<file path="src/sv/fxa_pkg.sv">
// ----------------------------------------------------------------------------
// fxa_pkg: shared types and constants for the Q24.8 arithmetic unit
// operation codes and the per-cell control bundle carried down the chain
// ----------------------------------------------------------------------------
package fxa_pkg;

   localparam int unsigned OpWidth = 4;
   localparam int unsigned DataWidth = 32;
   localparam int unsigned IntWidth = 24;

   typedef enum logic [OpWidth-1:0] {
      OP_ADD = 4'd0,
      OP_SUB = 4'd1,
      OP_MUL = 4'd2,
      OP_DIV = 4'd3,
      OP_MIN = 4'd4,
      OP_MAX = 4'd5,
      OP_INC = 4'd6,
      OP_DEC = 4'd7,
      OP_I2F = 4'd8
   } op_type;

   // control that travels with a beat down the divider chain
   typedef struct packed {
      logic valid;
      logic is_div;
      logic neg;
      logic dz;
      logic [DataWidth-1:0] early;
      logic [1:0] cmp;
      logic eq;
   } ctl_type;

endpackage

</file>
<file path="src/sv/fxa_div_cell.sv">
// ----------------------------------------------------------------------------
// fxa_div_cell: one restoring-division step of the divider chain
// produces one quotient bit per cell and hands the remainder onward
// ----------------------------------------------------------------------------
module fxa_div_cell #(
   parameter int unsigned RW = 34,
   parameter int unsigned NW = 64
) (
   input  logic                 clock,
   input  logic                 reset,
   input  logic                 advance,
   input  fxa_pkg::ctl_type     ctl_in,
   input  logic [RW-1:0]        rem_in,
   input  logic [NW-1:0]        num_in,
   input  logic [RW-1:0]        den_in,
   output fxa_pkg::ctl_type     ctl_out,
   output logic [RW-1:0]        rem_out,
   output logic [NW-1:0]        num_out,
   output logic [RW-1:0]        den_out
);

   logic [RW:0]   trial;
   logic [RW-1:0] shifted;
   logic          take;

   fxa_pkg::ctl_type ctl_ff;
   logic [RW-1:0]    rem_ff, den_ff, rem_in_c;
   logic [NW-1:0]    num_ff, num_in_c;

   // shift in next numerator bit, try to subtract the divisor
   assign shifted  = {rem_in[RW-2:0], num_in[NW-1]};
   assign trial    = {1'b0, shifted} - {1'b0, den_in};
   assign take     = !trial[RW];
   assign rem_in_c = take ? trial[RW-1:0] : shifted;
   assign num_in_c = {num_in[NW-2:0], take};

   always_ff @(posedge clock) begin
      if (reset) begin
         ctl_ff.valid <= 1'b0;
      end else if (advance) begin
         ctl_ff.valid <= ctl_in.valid;
      end
      if (advance) begin
         ctl_ff.is_div <= ctl_in.is_div;
         ctl_ff.neg    <= ctl_in.neg;
         ctl_ff.dz     <= ctl_in.dz;
         ctl_ff.early  <= ctl_in.early;
         ctl_ff.cmp    <= ctl_in.cmp;
         ctl_ff.eq     <= ctl_in.eq;
         rem_ff        <= rem_in_c;
         num_ff        <= num_in_c;
         den_ff        <= den_in;
      end
   end

   assign ctl_out = ctl_ff;
   assign rem_out = rem_ff;
   assign num_out = num_ff;
   assign den_out = den_ff;

endmodule

</file>
<file path="config.mk">
export PLATFORM = sky130hd
export DESIGN_NAME = fxa_div_cell
export DESIGN_NICKNAME = d
export VERILOG_FILES = /design/src/sv/fxa_pkg.sv /design/src/sv/fxa_div_cell.sv
export SDC_FILE = /design/constraint.sdc
export NUM_CORES = 1
export LEC_CHECK = 0
export ABC_AREA = 0
export BUFFER_PORTS_ARGS = -buffer_cell sky130_fd_sc_hd__buf_4
export CORE_MARGIN = 2
export CORE_UTILIZATION = 45
export DETAILED_ROUTE_END_ITERATION = 8
export HOLD_SLACK_MARGIN = 0.05
export PLACE_DENSITY = 0.82
export SETUP_SLACK_MARGIN = 0.3
export SKIP_LAST_GASP = 1
export SYNTH_ARGS = -nofsm -noshare
export SYNTH_HDL_FRONTEND = slang
export SYNTH_SLANG_ARGS = --single-unit
</file>
<file path="constraint.sdc">
create_clock -name clock -period 3.7 [get_ports clock]
set_input_delay 0.555 -clock clock [delete_from_list [all_inputs] [get_ports clock]]
set_output_delay 0.555 -clock clock [all_outputs]
set_load 0.02 [all_outputs]
</file>
==> out/results.ini, run 1 <==
[route]
via_count = 5691
routed_wire_length_per_instance_um = 18.4
drt_via_density = 5.03
remaining_drc_errors = 0
dr.pass1.iters = 5
routed_wl_um = 20800
initialDrtViolationCount = 401
postRouteAntennaNets = 0

[clock_network]
h-tree-depth = 4
cts_tree = built
clockBufferDepth = 2
cts_setup_buffers = 0
cts.reportedPaths.clkPinSlew_ps = 60
cts-buffers-inserted = 17
clock_tree.root_cell = sky130_fd_sc_hd__clkbuf_16
cts_hold_buf = 0
insertion_delay_ps = 430
cts_num_sinks = 171
post_cts_resized = 0

[synthesis]
register_area_share_after_synthesis = 0.683
synth_async_sr_flop_share = 0
yosys.area.top_type = sky130_fd_sc_hd__edfxtp_1
post-synth-top-area-fraction = 0.681
synth_top_cells_by_area = sky130_fd_sc_hd__edfxtp_1 68%, sky130_fd_sc_hd__ha_1 5.7%, sky130_fd_sc_hd__a21oi_1 3.4%, sky130_fd_sc_hd__nand2_1 2.0%, sky130_fd_sc_hd__inv_1 1.9%
number_of_cells_produced_by_synthesis = 543
synth.ff_latch_count = 171
synthDistinctLibCells = 49
post_synth_instance_area_mm2 = 0.00750
ys.flop_type = sky130_fd_sc_hd__edfxtp_1
postSynthNetCount = 752
synth_enable_flop_cells = 170
synth-warning-count = 0
synth.avg_cell_area_um2 = 13.8

[placement]
numPortBuffers = 343
gp_routability_congestion = 0.847
place.detailed.hpwl_um = 16000
post_place_instance_area_mm2 = 0.0103

[critical_path]
crit_fanout = 42
critical_path.endpoint_type = flop
cp_max_stage_cell = sky130_fd_sc_hd__inv_2
worst_path_most_repeated_cell = sky130_fd_sc_hd__inv_1
critical_path_class = in -> reg
critical-path-max-stage-delay_ps = 540
worstSetupStartpointType = primary input
cp_data_arrival_time_ps = 3190
cp.required_ps = 3870
worstPathCellList = buf_4 > inv_1 > ha_1 > inv_1 > fa_1 > a211oi_1 > nor2_1 > a21oi_1 > a21oi_2 > a31oi_1 > a31o_2 > inv_2 > mux2_2

[finish]
leading_cell_type_in_the_layout_fill_and_taps_excluded = sky130_fd_sc_hd__buf_4
drive_gt1_frac = 0.435
post-route-cell-area_mm2 = 0.0109
nFillCells = 1215
total_nets_final = 1107
antenna_cells_inserted = 0
highest_count_cells_in_the_layout_ignoring_fill_and_taps = 347 x sky130_fd_sc_hd__buf_4, 170 x sky130_fd_sc_hd__edfxtp_1, 51 x sky130_fd_sc_hd__a21oi_1, 39 x sky130_fd_sc_hd__nand2_1, 38 x sky130_fd_sc_hd__inv_1
area_delta_synth_final_pct = 45.7

[sta]
setup_viol_count_final = 0
period_share = 0.815
max_slew_margin = 0.501
final.min_clock_period_ps = 3020
worst-slew-pin-transition_ps = 747
fin_tns_setup_ps = 0
grt_setup_unrepaired = false
clock_skew_ps = 0
hold_violations = 0
max_freq_mhz = 331
slew_viol_final = 0

[power]
vdd_ir_drop_max_mv = 0.281
power-per-cell-area_mw_per_mm2 = 487
power.static_leakage_nw = 4.80

[grt]
grt_pass1_vias = 5319
grtUsageTotal = 0.229
globalRoute.totalOverflow = 0
grt_start_max_net_pins = 79
antenna_found_initial = 0
global_route_wire_length_before_repair_um = 30300

[floorplanning]
core.rowCount = 47
die-area_mm2 = 0.0177
initial_core_util = 0.457
ioPinCount = 345
die-height_um = 133
floorplan.core_area_mm2 = 0.0164
die_extent_in_x_um = 133

[hold_path]
hold_crit_path_type = in -> reg

[job]
cap_violations = 0

[outcome]
run_status = finished, final reports clean

[routing by layer]
metal  part of all wire  track usage  wire length, um  up-vias
li1                   -            -                -     2752
met4              0.017       0.0691              346        0
met2               0.50        0.380            10400      231
met5                  0            0                0        -
met1               0.41        0.290             8470     2688
met3              0.077       0.0742             1600       20
[cell usage after synthesis, types with 2 or more instances]
cell type / count
sky130_fd_sc_hd__a211oi_1: 4
sky130_fd_sc_hd__inv_1: 38
sky130_fd_sc_hd__a211o_1: 2
sky130_fd_sc_hd__nor3_1: 2
sky130_fd_sc_hd__o311ai_0: 2
sky130_fd_sc_hd__ha_1: 34
sky130_fd_sc_hd__a21oi_1: 51
sky130_fd_sc_hd__nor2b_1: 5
sky130_fd_sc_hd__mux2_2: 5
sky130_fd_sc_hd__a21o_1: 13
sky130_fd_sc_hd__buf_2: 6
sky130_fd_sc_hd__nor2_1: 32
sky130_fd_sc_hd__o21bai_1: 6
sky130_fd_sc_hd__o31ai_1: 4
sky130_fd_sc_hd__a41oi_1: 4
sky130_fd_sc_hd__and3_1: 7
sky130_fd_sc_hd__and2_1: 6
sky130_fd_sc_hd__nand3_1: 8
sky130_fd_sc_hd__edfxtp_1: 170
sky130_fd_sc_hd__buf_6: 2
sky130_fd_sc_hd__clkbuf_1: 5
sky130_fd_sc_hd__o21a_1: 7
sky130_fd_sc_hd__nand2b_1: 6
sky130_fd_sc_hd__xnor2_1: 13
sky130_fd_sc_hd__a31o_2: 3
sky130_fd_sc_hd__o21ai_0: 28
sky130_fd_sc_hd__o21ai_2: 2
sky130_fd_sc_hd__xor2_1: 12
sky130_fd_sc_hd__a2111oi_0: 3
sky130_fd_sc_hd__a221oi_1: 2
sky130_fd_sc_hd__nand2_1: 39
sky130_fd_sc_hd__a31oi_1: 5
[through the flow]
stage	power, mW	utilization	instances	hold slack [ps]	setup WS [ps]
6_report	5.32	0.666	1131	278	683
5_1_grt	5.52	0.666	1131	273	480
4_1_cts	5.35	0.666	1131	274	662
3_5_place_dp	3.60	0.630	1099	499	223
3_3_place_gp	3.57	0.630	1099	480	260
2_1_floorplan	3.04	-	543	579	646
[kinds of logic (layout without fill, tap and decap cells)]
group / after synthesis / after routing / synth area share
multiplexers: 6 / 6 / 0.00884
XOR/XNOR: 25 / 25 / 0.0292
flip-flops: 171 / 171 / 0.683
adder cells (fa/ha/maj): 35 / 35 / 0.0594
AND/OR/NAND/NOR: 109 / 109 / 0.0656
AO/OA/AOI/OAI: 145 / 145 / 0.125
buffers and inverters: 52 / 420 / 0.0290
[worst max-delay path: cells and delay by family]
family          cells  cell delay (ps)
mux                 1              410
buf+inv             4              720
simple gates        1              250
fa+ha+maj           2              420
compound gates      5              830
[registers in the layout, summed over array words and instances (netlist names)]
name,count
num_out,64
den_out,34
ctl_out,39
rem_out,34
[area by class of cell]
| class | instances | area, um2 | share of cell area |
|---|---|---|---|
| Sequential cell | 171 | 5120 | 0.469 |
| Timing Repair Buffer | 349 | 2640 | 0.241 |
| Multi-Input combinational cell | 320 | 2160 | 0.197 |
| Clock buffer | 18 | 429 | 0.0393 |
| Tap cell | 220 | 275 | 0.0252 |
| Clock inverter | 14 | 158 | 0.0144 |
| Inverter | 39 | 146 | 0.0134 |
[path summary, 6_finish.rpt]
| path | start | endpoint | slack (ps) | cells past startpoint |
|---|---|---|---|---|
| worst min register to register | ctl_out[38]$_SDFFE_PP0P_ | ctl_out[38]$_SDFFE_PP0P_ | 510 | 2 |
| worst min-delay path | reset | ctl_out[38]$_SDFFE_PP0P_ | 280 | 2 |
| worst max register to register | ctl_out[38]$_SDFFE_PP0P_ | ctl_out[38]$_SDFFE_PP0P_ | 3120 | 2 |
| worst max-delay path | num_in[63] | rem_out[12]$_DFFE_PP_ | 680 | 13 |
[power by group]
part           switching [mW]  leakage [nW]  internal, mW
sequential             0.0531          1.67          2.34
clock                   0.803         0.281         0.956
combinational           0.651          2.85         0.511
total                    1.51          4.80          3.81
No activity file was read; power rests on OpenSTA's default activity.
==> inputs of run 2 (changes only) <==
--- a/config.mk
+++ b/config.mk
@@ -5,10 +5,10 @@
 export SDC_FILE = /design/constraint.sdc
 export NUM_CORES = 1
 export LEC_CHECK = 0
-export ABC_AREA = 0
+export ABC_AREA = 1
 export BUFFER_PORTS_ARGS = -buffer_cell sky130_fd_sc_hd__buf_4
 export CORE_MARGIN = 2
-export CORE_UTILIZATION = 45
+export CORE_UTILIZATION = 44
 export DETAILED_ROUTE_END_ITERATION = 8
 export HOLD_SLACK_MARGIN = 0.05
 export PLACE_DENSITY = 0.82
==> constraint.sdc (replaced) <==
create_clock -name clock -period 2.7 [get_ports clock]
set_input_delay 0.405 -clock clock [delete_from_list [all_inputs] [get_ports clock]]
set_output_delay 0.405 -clock clock [all_outputs]
set_load 0.02 [all_outputs]
==> run 2 against run 1 <==
  * Worst hold slack lost 150 ps
  * First-iteration DRC count is 36% higher
  * Utilization is 2.8 points lower
  * Area after synthesis is 12% higher
  * Clock-buffer cell count decreased by 1
  * Non-clock buffer count rose by 6
  * Sequential cell count stayed put
  * Cell count rose by 26%
  * Critical path type unchanged
  * Largest cell class unchanged
==> out/results.ini, run 2 <==
[outcome]
run_status = finished, final reports clean

[sta]
final.min_clock_period_ps = 2180
clock_skew_ps = 0  ; unchanged
max_freq_mhz = 459
grt_setup_unrepaired = false
fin_tns_setup_ps = 0  ; unchanged
hold_slack_ps = 128  ; -150 ps
period_share = 0.806
hold_violations = 0  ; unchanged
setup_viol_count_final = 0  ; unchanged
worst-slew-pin-transition_ps = 432  ; -315 ps
slew_viol_final = 0  ; unchanged
max_slew_margin = 0.710  ; +0.209

[clock_network]
insertion_delay_ps = 430  ; about the same
cts_hold_buf = 0  ; unchanged
clock_tree.root_cell = sky130_fd_sc_hd__clkbuf_16
h-tree-depth = 4  ; unchanged
post_cts_resized = 0  ; unchanged
cts-buffers-inserted = 17  ; unchanged
cts_tree = built
cts.reportedPaths.clkPinSlew_ps = 80  ; +20 ps
cts_num_sinks = 171  ; unchanged
clockBufferDepth = 2  ; unchanged
cts_setup_buffers = 0  ; unchanged

[synthesis]
postSynthNetCount = 1027  ; +37%
yosys.area.top_type = sky130_fd_sc_hd__edfxtp_1
synthDistinctLibCells = 33  ; -33%
post_synth_instance_area_mm2 = 0.00841  ; +12%
synth_async_sr_flop_share = 0  ; unchanged
synth_top_cells_by_count = 210 x sky130_fd_sc_hd__nand2_1, 170 x sky130_fd_sc_hd__edfxtp_1, 154 x sky130_fd_sc_hd__inv_1
synth.most_common_cell = sky130_fd_sc_hd__nand2_1
number_of_cells_produced_by_synthesis = 818  ; +51%
post-synth-top-area-fraction = 0.607  ; -0.0739
synth-warning-count = 0  ; unchanged
synth_enable_flop_cells = 170  ; unchanged
synth_top_cells_by_area = sky130_fd_sc_hd__edfxtp_1 61%, sky130_fd_sc_hd__nand2_1 9.4%, sky130_fd_sc_hd__inv_1 6.9%, sky130_fd_sc_hd__ha_1 5.1%, sky130_fd_sc_hd__nor2_1 2.2%
register_area_share_after_synthesis = 0.609  ; -0.0742
synth.avg_cell_area_um2 = 10.3  ; -26%
synth.ff_latch_count = 171  ; unchanged
ys.flop_type = sky130_fd_sc_hd__edfxtp_1

[placement]
gp_routability_congestion = 0.962  ; +14%
numPortBuffers = 343  ; unchanged
place.detailed.hpwl_um = 19800  ; +24%

[floorplanning]
core.rowCount = 50  ; +6.4%
initial_core_util = 0.450  ; -0.00734
die-area_mm2 = 0.0202  ; +14%
floorplan.core_area_mm2 = 0.0187  ; +14%
die_extent_in_x_um = 142  ; +6.9%
die-height_um = 142  ; +6.9%
ioPinCount = 345  ; unchanged

[grt]
grt_start_max_net_pins = 47  ; -41%
globalRoute.totalOverflow = 0  ; unchanged
antenna_found_initial = 0  ; unchanged
global_route_wire_length_before_repair_um = 36900  ; +22%
grt_pass1_vias = 6784  ; +28%
grtUsageTotal = 0.242  ; +0.0125

[route]
dr.pass1.iters = 5  ; unchanged
remaining_drc_errors = 0  ; unchanged
via_count = 6940  ; +22%
postRouteAntennaNets = 0  ; unchanged
routed_wire_length_per_instance_um = 17.3  ; -6.2%
drt_via_density = 4.85  ; -3.6%
initialDrtViolationCount = 546  ; +36%
routed_wl_um = 24700  ; +19%

[hold_path]
hold_crit_path_type = in -> reg

[critical_path]
cp.required_ps = 2900  ; -970 ps
critical_path.endpoint_type = flop
cp_data_arrival_time_ps = 2380  ; -810 ps
crit_fanout = 4  ; -90%
worstSetupStartpointType = primary input
worst-r2r-setup-slack_ps = 2090  ; -1030 ps
critical_path_class = in -> reg

[finish]
finalCoreUtilization = 0.638  ; -0.0278
highest_count_cells_in_the_layout_ignoring_fill_and_taps = 350 x sky130_fd_sc_hd__buf_4, 210 x sky130_fd_sc_hd__nand2_1, 170 x sky130_fd_sc_hd__edfxtp_1, 154 x sky130_fd_sc_hd__inv_1, 50 x sky130_fd_sc_hd__nor2_1
total_nets_final = 1392  ; +26%
flip_flop_count_of_the_largest_register_after_layout = 64  ; unchanged
drive_gt1_frac = 0.365  ; -0.0693
antenna_cells_inserted = 0  ; unchanged
area_delta_synth_final_pct = 41.9
leading_cell_type_in_the_layout_fill_and_taps_excluded = sky130_fd_sc_hd__buf_4
nFillCells = 1522  ; +25%

[power]
power-per-cell-area_mw_per_mm2 = 626  ; +29%
vdd_ir_drop_max_mv = 0.456  ; +62%
power.static_leakage_nw = 5.73  ; +19%
finalPower_mw = 7.47  ; +40%

[job]
cap_violations = 0  ; unchanged

==> run 2: cell count changes in the layout (fill, tap and decap cells not counted), moves of 7 or more <==
cell / before / now
sky130_fd_sc_hd__o21ai_0: 28 / 20
sky130_fd_sc_hd__a21oi_1: 51 / 28
sky130_fd_sc_hd__and3_1: 7 / 0
sky130_fd_sc_hd__nand3_1: 8 / 35
sky130_fd_sc_hd__inv_1: 38 / 154
sky130_fd_sc_hd__xnor2_1: 13 / 1
sky130_fd_sc_hd__a21o_1: 13 / 0
sky130_fd_sc_hd__nand2_1: 39 / 210
sky130_fd_sc_hd__nand2_2: 0 / 24
sky130_fd_sc_hd__nor2_1: 32 / 50
sky130_fd_sc_hd__o21ai_2: 2 / 16
sky130_fd_sc_hd__nand4_1: 0 / 18
sky130_fd_sc_hd__o21a_1: 7 / 0
==> run 2: layout make-up <==
cell class	instances	area [um2]	area share
flip-flops and latches	171	5120	0.429
clock inverters	15	174	0.0146
clock buffers	17	425	0.0356
repair buffers	355	2720	0.228
inverters	155	582	0.0487
well taps	234	293	0.0245
multi-input cells	483	2620	0.219
==> run 2: cell families after synthesis <==
| kind of cell | after synthesis | share of synthesized area |
|---|---|---|
| AOI/OAI and AO/OA | 72 | 0.0531 |
| DFF | 171 | 0.609 |
| and+or+nand+nor | 359 | 0.188 |
| adders and majority gates | 35 | 0.0529 |
| buffers and inverters | 164 | 0.0794 |
| xor gates and xnor gates | 16 | 0.0167 |
| muxes | 1 | 0.00119 |
==> run 2: path summary, 6_finish.rpt <==
| path | startpoint | to | depth (start not counted) |
|---|---|---|---|
| min | reset | ctl_out[38]$_SDFFE_PP0P_ | 2 |
| max | num_in[63] | rem_out[30]$_DFFE_PP_ | 15 |
| min reg2reg | ctl_out[38]$_SDFFE_PP0P_ | ctl_out[38]$_SDFFE_PP0P_ | 2 |
| max reg2reg | ctl_out[38]$_SDFFE_PP0P_ | ctl_out[38]$_SDFFE_PP0P_ | 2 |
==> run 2: metrics by stage <==
| stage | std cells | setup WS (ps) | area [um2] |
|---|---|---|---|
| floorplan | 818 | 497 | 8410 |
| CTS | 1430 | 536 | 11900 |
| detailed placement | 1398 | 72.5 | 11300 |
| global route | 1430 | 330 | 11900 |
| finish | 1430 | 523 | 11900 |
| global placement | 1398 | 101 | 11300 |
==> run 2: routing by layer <==
metal,global-route usage,vias to the layer above,routed length (um)
met5,0,-,0
met3,0.0575,47,1780
met4,0.100,0,869
met1,0.287,3226,9630
li1,-,3417,-
met2,0.422,250,12400
==> run 2: critical path, stage by stage <==
cell	delay (ps)
sky130_fd_sc_hd__buf_4	110
sky130_fd_sc_hd__inv_1	80
sky130_fd_sc_hd__ha_1	200
sky130_fd_sc_hd__inv_1	90
sky130_fd_sc_hd__fa_1	380
sky130_fd_sc_hd__nand3_1	80
sky130_fd_sc_hd__nand3_1	170
sky130_fd_sc_hd__nand2_1	110
sky130_fd_sc_hd__nand2_1	100
sky130_fd_sc_hd__nand3_1	80
sky130_fd_sc_hd__nand2_1	190
sky130_fd_sc_hd__nand2_1	150
sky130_fd_sc_hd__nand3_1	80
sky130_fd_sc_hd__nand3_1	90
sky130_fd_sc_hd__nand2_1	50
==> run 2: power by group <==
| part | switching (mW) | total (mW) | internal (mW) |
|---|---|---|---|
| Combinational | 1.03 | 1.75 | 0.721 |
| Sequential | 0.0655 | 3.27 | 3.21 |
| Clock | 1.19 | 2.45 | 1.25 |
==> inputs of run 3 (changes only) <==
==> constraint.sdc (replaced) <==
create_clock -name clock -period 1.91 [get_ports clock]
set_input_delay 0.2865 -clock clock [delete_from_list [all_inputs] [get_ports clock]]
set_output_delay 0.2865 -clock clock [all_outputs]
set_load 0.02 [all_outputs]
==> run 3 against run 2 <==
  * Register-to-register slack got worse by 780 ps
  * Sequential power rose by 43%
  * Worst hold slack worse by 62 ps
  * Largest power group unchanged
  * Clock-buffer cell count unchanged
==> out/results.ini, run 3 (synthesized netlist as in run 2, its figures left out) <==
[outcome]
run_status = finished, final reports clean

[route]
routed_wl_um = 35700  ; +45%
initialDrtViolationCount = 636  ; +16%
routed_wire_length_per_instance_um = 21.1  ; +22%
postRouteAntennaNets = 0  ; unchanged
remaining_drc_errors = 0  ; unchanged
via_count = 8857  ; +28%
drt_via_density = 5.24  ; +7.9%
dr.pass1.iters = 7  ; +2

[finish]
flip_flop_count_of_the_largest_register_after_layout = 64  ; unchanged
nFillCells = 938  ; -38%
instances_no_fill = 1691  ; +18%
total_nets_final = 1651  ; +19%
area_delta_synth_final_pct = 85.2
post-route-cell-area_mm2 = 0.0156  ; +30%
drive_gt1_frac = 0.522  ; +0.157
highest_count_cells_in_the_layout_ignoring_fill_and_taps = 455 x sky130_fd_sc_hd__buf_4, 170 x sky130_fd_sc_hd__edfxtp_1, 145 x sky130_fd_sc_hd__nand2_1, 129 x sky130_fd_sc_hd__dlygate4sd3_1, 120 x sky130_fd_sc_hd__inv_1
leading_cell_type_in_the_layout_fill_and_taps_excluded = sky130_fd_sc_hd__buf_4

[floorplanning]
core.rowCount = 50  ; unchanged
die_extent_in_x_um = 142  ; unchanged
die-area_mm2 = 0.0202  ; unchanged
ioPinCount = 345  ; unchanged
die-height_um = 142  ; unchanged
floorplan.core_area_mm2 = 0.0187  ; unchanged
initial_core_util = 0.450  ; unchanged

[placement]
worst_setup_slack_after_placement_ps = -310  ; -383 ps
numPortBuffers = 343  ; unchanged
place.detailed.hpwl_um = 21500  ; +8.4%
gp_routability_congestion = 0.874  ; -9.1%
post-place-cells = 1498  ; +7.2%
post_place_instance_area_mm2 = 0.0127  ; +12%

[sta]
max_slew_margin = 0.702  ; -0.00759
period_share = 0.951
grt_setup_unrepaired = true
slew_viol_final = 0  ; unchanged
worst_slack_ps = 92.9  ; -430 ps
max_freq_mhz = 550
clock_skew_ps = 0  ; unchanged
setup_viol_count_final = 0  ; unchanged
hold_violations = 0  ; unchanged
final.min_clock_period_ps = 1820
worst-slew-pin-transition_ps = 446  ; +14.7 ps

[grt]
grt_pass1_vias = 8594  ; +27%
antenna_found_initial = 2  ; +2
grtUsageTotal = 0.306  ; +0.0647
globalRoute.totalOverflow = 0  ; unchanged
global_route_wire_length_before_repair_um = 46800  ; +27%
grt_start_max_net_pins = 41  ; -13%

[critical_path]
cp_data_arrival_time_ps = 2000  ; -380 ps
critical_path_class = in -> reg
worstPathCellList = buf_8 > inv_6 > ha_4 > buf_6 > nand2_4 > buf_4 > nor2_1 > buf_4 > nand2_1 > nor3_1 > nand2_2 > nand2_1 > nand2_1 > nand3_2 > nand2_1
worst_path_most_repeated_cell = sky130_fd_sc_hd__nand2_1
critical-path-max-stage-delay_ps = 290  ; -90 ps
cp_max_stage_cell = sky130_fd_sc_hd__ha_4
critical_path.endpoint_type = flop
worstSetupStartpointType = primary input
worst-r2r-setup-slack_ps = 1310  ; -780 ps
cp.required_ps = 2090  ; -810 ps
crit_fanout = 4  ; unchanged

[power]
power.static_leakage_nw = 7.18  ; +25%
vdd_ir_drop_max_mv = 0.735  ; +61%
power-per-cell-area_mw_per_mm2 = 759  ; +21%

[hold_path]
hold_crit_path_type = in -> reg

[clock_network]
clock_tree.root_cell = sky130_fd_sc_hd__clkbuf_16
cts_tree = built
cts.reportedPaths.clkPinSlew_ps = 70  ; about the same
h-tree-depth = 4  ; unchanged
clockBufferDepth = 2  ; unchanged
cts_num_sinks = 171  ; unchanged
insertion_delay_ps = 430  ; about the same
cts-buffers-inserted = 17  ; unchanged

[job]
cap_violations = 0  ; unchanged

run 3: through the flow:
| step | hold slack (ps) | power (mW) | util | setup TNS (ps) |
|---|---|---|---|---|
| final | 66.8 | 11.8 | 0.833 | 0 |
| after global routing | 53.7 | 12.2 | 0.833 | 0 |
| after CTS | 50.2 | 11.2 | 0.779 | 0 |
| after detailed placement | 452 | 7.67 | 0.680 | -6740 |
| after global placement | 442 | 7.59 | 0.680 | -5270 |
| after floorplan | 359 | 6.21 | - | 0 |
run 3: worst max-delay path, delay by kind of cell:
| kind | cells | cell delay, ps |
|---|---|---|
| adders and majority gates | 1 | 290 |
| buffers and inverters | 5 | 480 |
| and+or+nand+nor | 9 | 920 |
run 3: where the power goes:
group | internal [mW] | switching (mW) | total (mW)
Combinational | 1.74 | 2.02 | 3.76
Sequential | 4.54 | 0.132 | 4.67
Clock | 1.74 | 1.65 | 3.39
Total | 8.02 | 3.80 | 11.8
run 3: cell type report:
class | count | area, um2 | area share
inverters | 155 | 632 | 0.0406
clock buffers | 17 | 425 | 0.0273
diodes | 3 | 7.51 | 0.000482
clock inverters | 14 | 149 | 0.00956
flip-flops and latches | 171 | 5120 | 0.329
well taps | 234 | 293 | 0.0188
repair buffers | 613 | 5160 | 0.332
multi-input cells | 484 | 3780 | 0.243
run 3: repair_timing:
item,4_1_cts,5_1_grt
pin swaps,6,68
gates cloned,0,7
setup buffers,1,22
hold endpoints to repair,123,6
setup endpoints to repair,32,35
resized for setup,16,179
hold buffers,123,6
run 3: path summary, 6_finish.rpt:
check                                         startpoint                  endpoint  cells after the start
worst min-delay path                          den_in[24]     den_out[24]$_DFFE_PP_                      1
worst max register to register  ctl_out[38]$_SDFFE_PP0P_  ctl_out[38]$_SDFFE_PP0P_                      2
worst min register to register  ctl_out[38]$_SDFFE_PP0P_  ctl_out[38]$_SDFFE_PP0P_                      2
worst max-delay path                          den_in[27]     rem_out[28]$_DFFE_PP_                     15
run 3: metal layers:
layer	vias up	routed length, um	GRT usage
met1	4271	12500	0.340
met2	490	18900	0.570
met5	-	0	0
met3	146	2470	0.0656
met4	0	1850	0.122
li1	3950	-	-
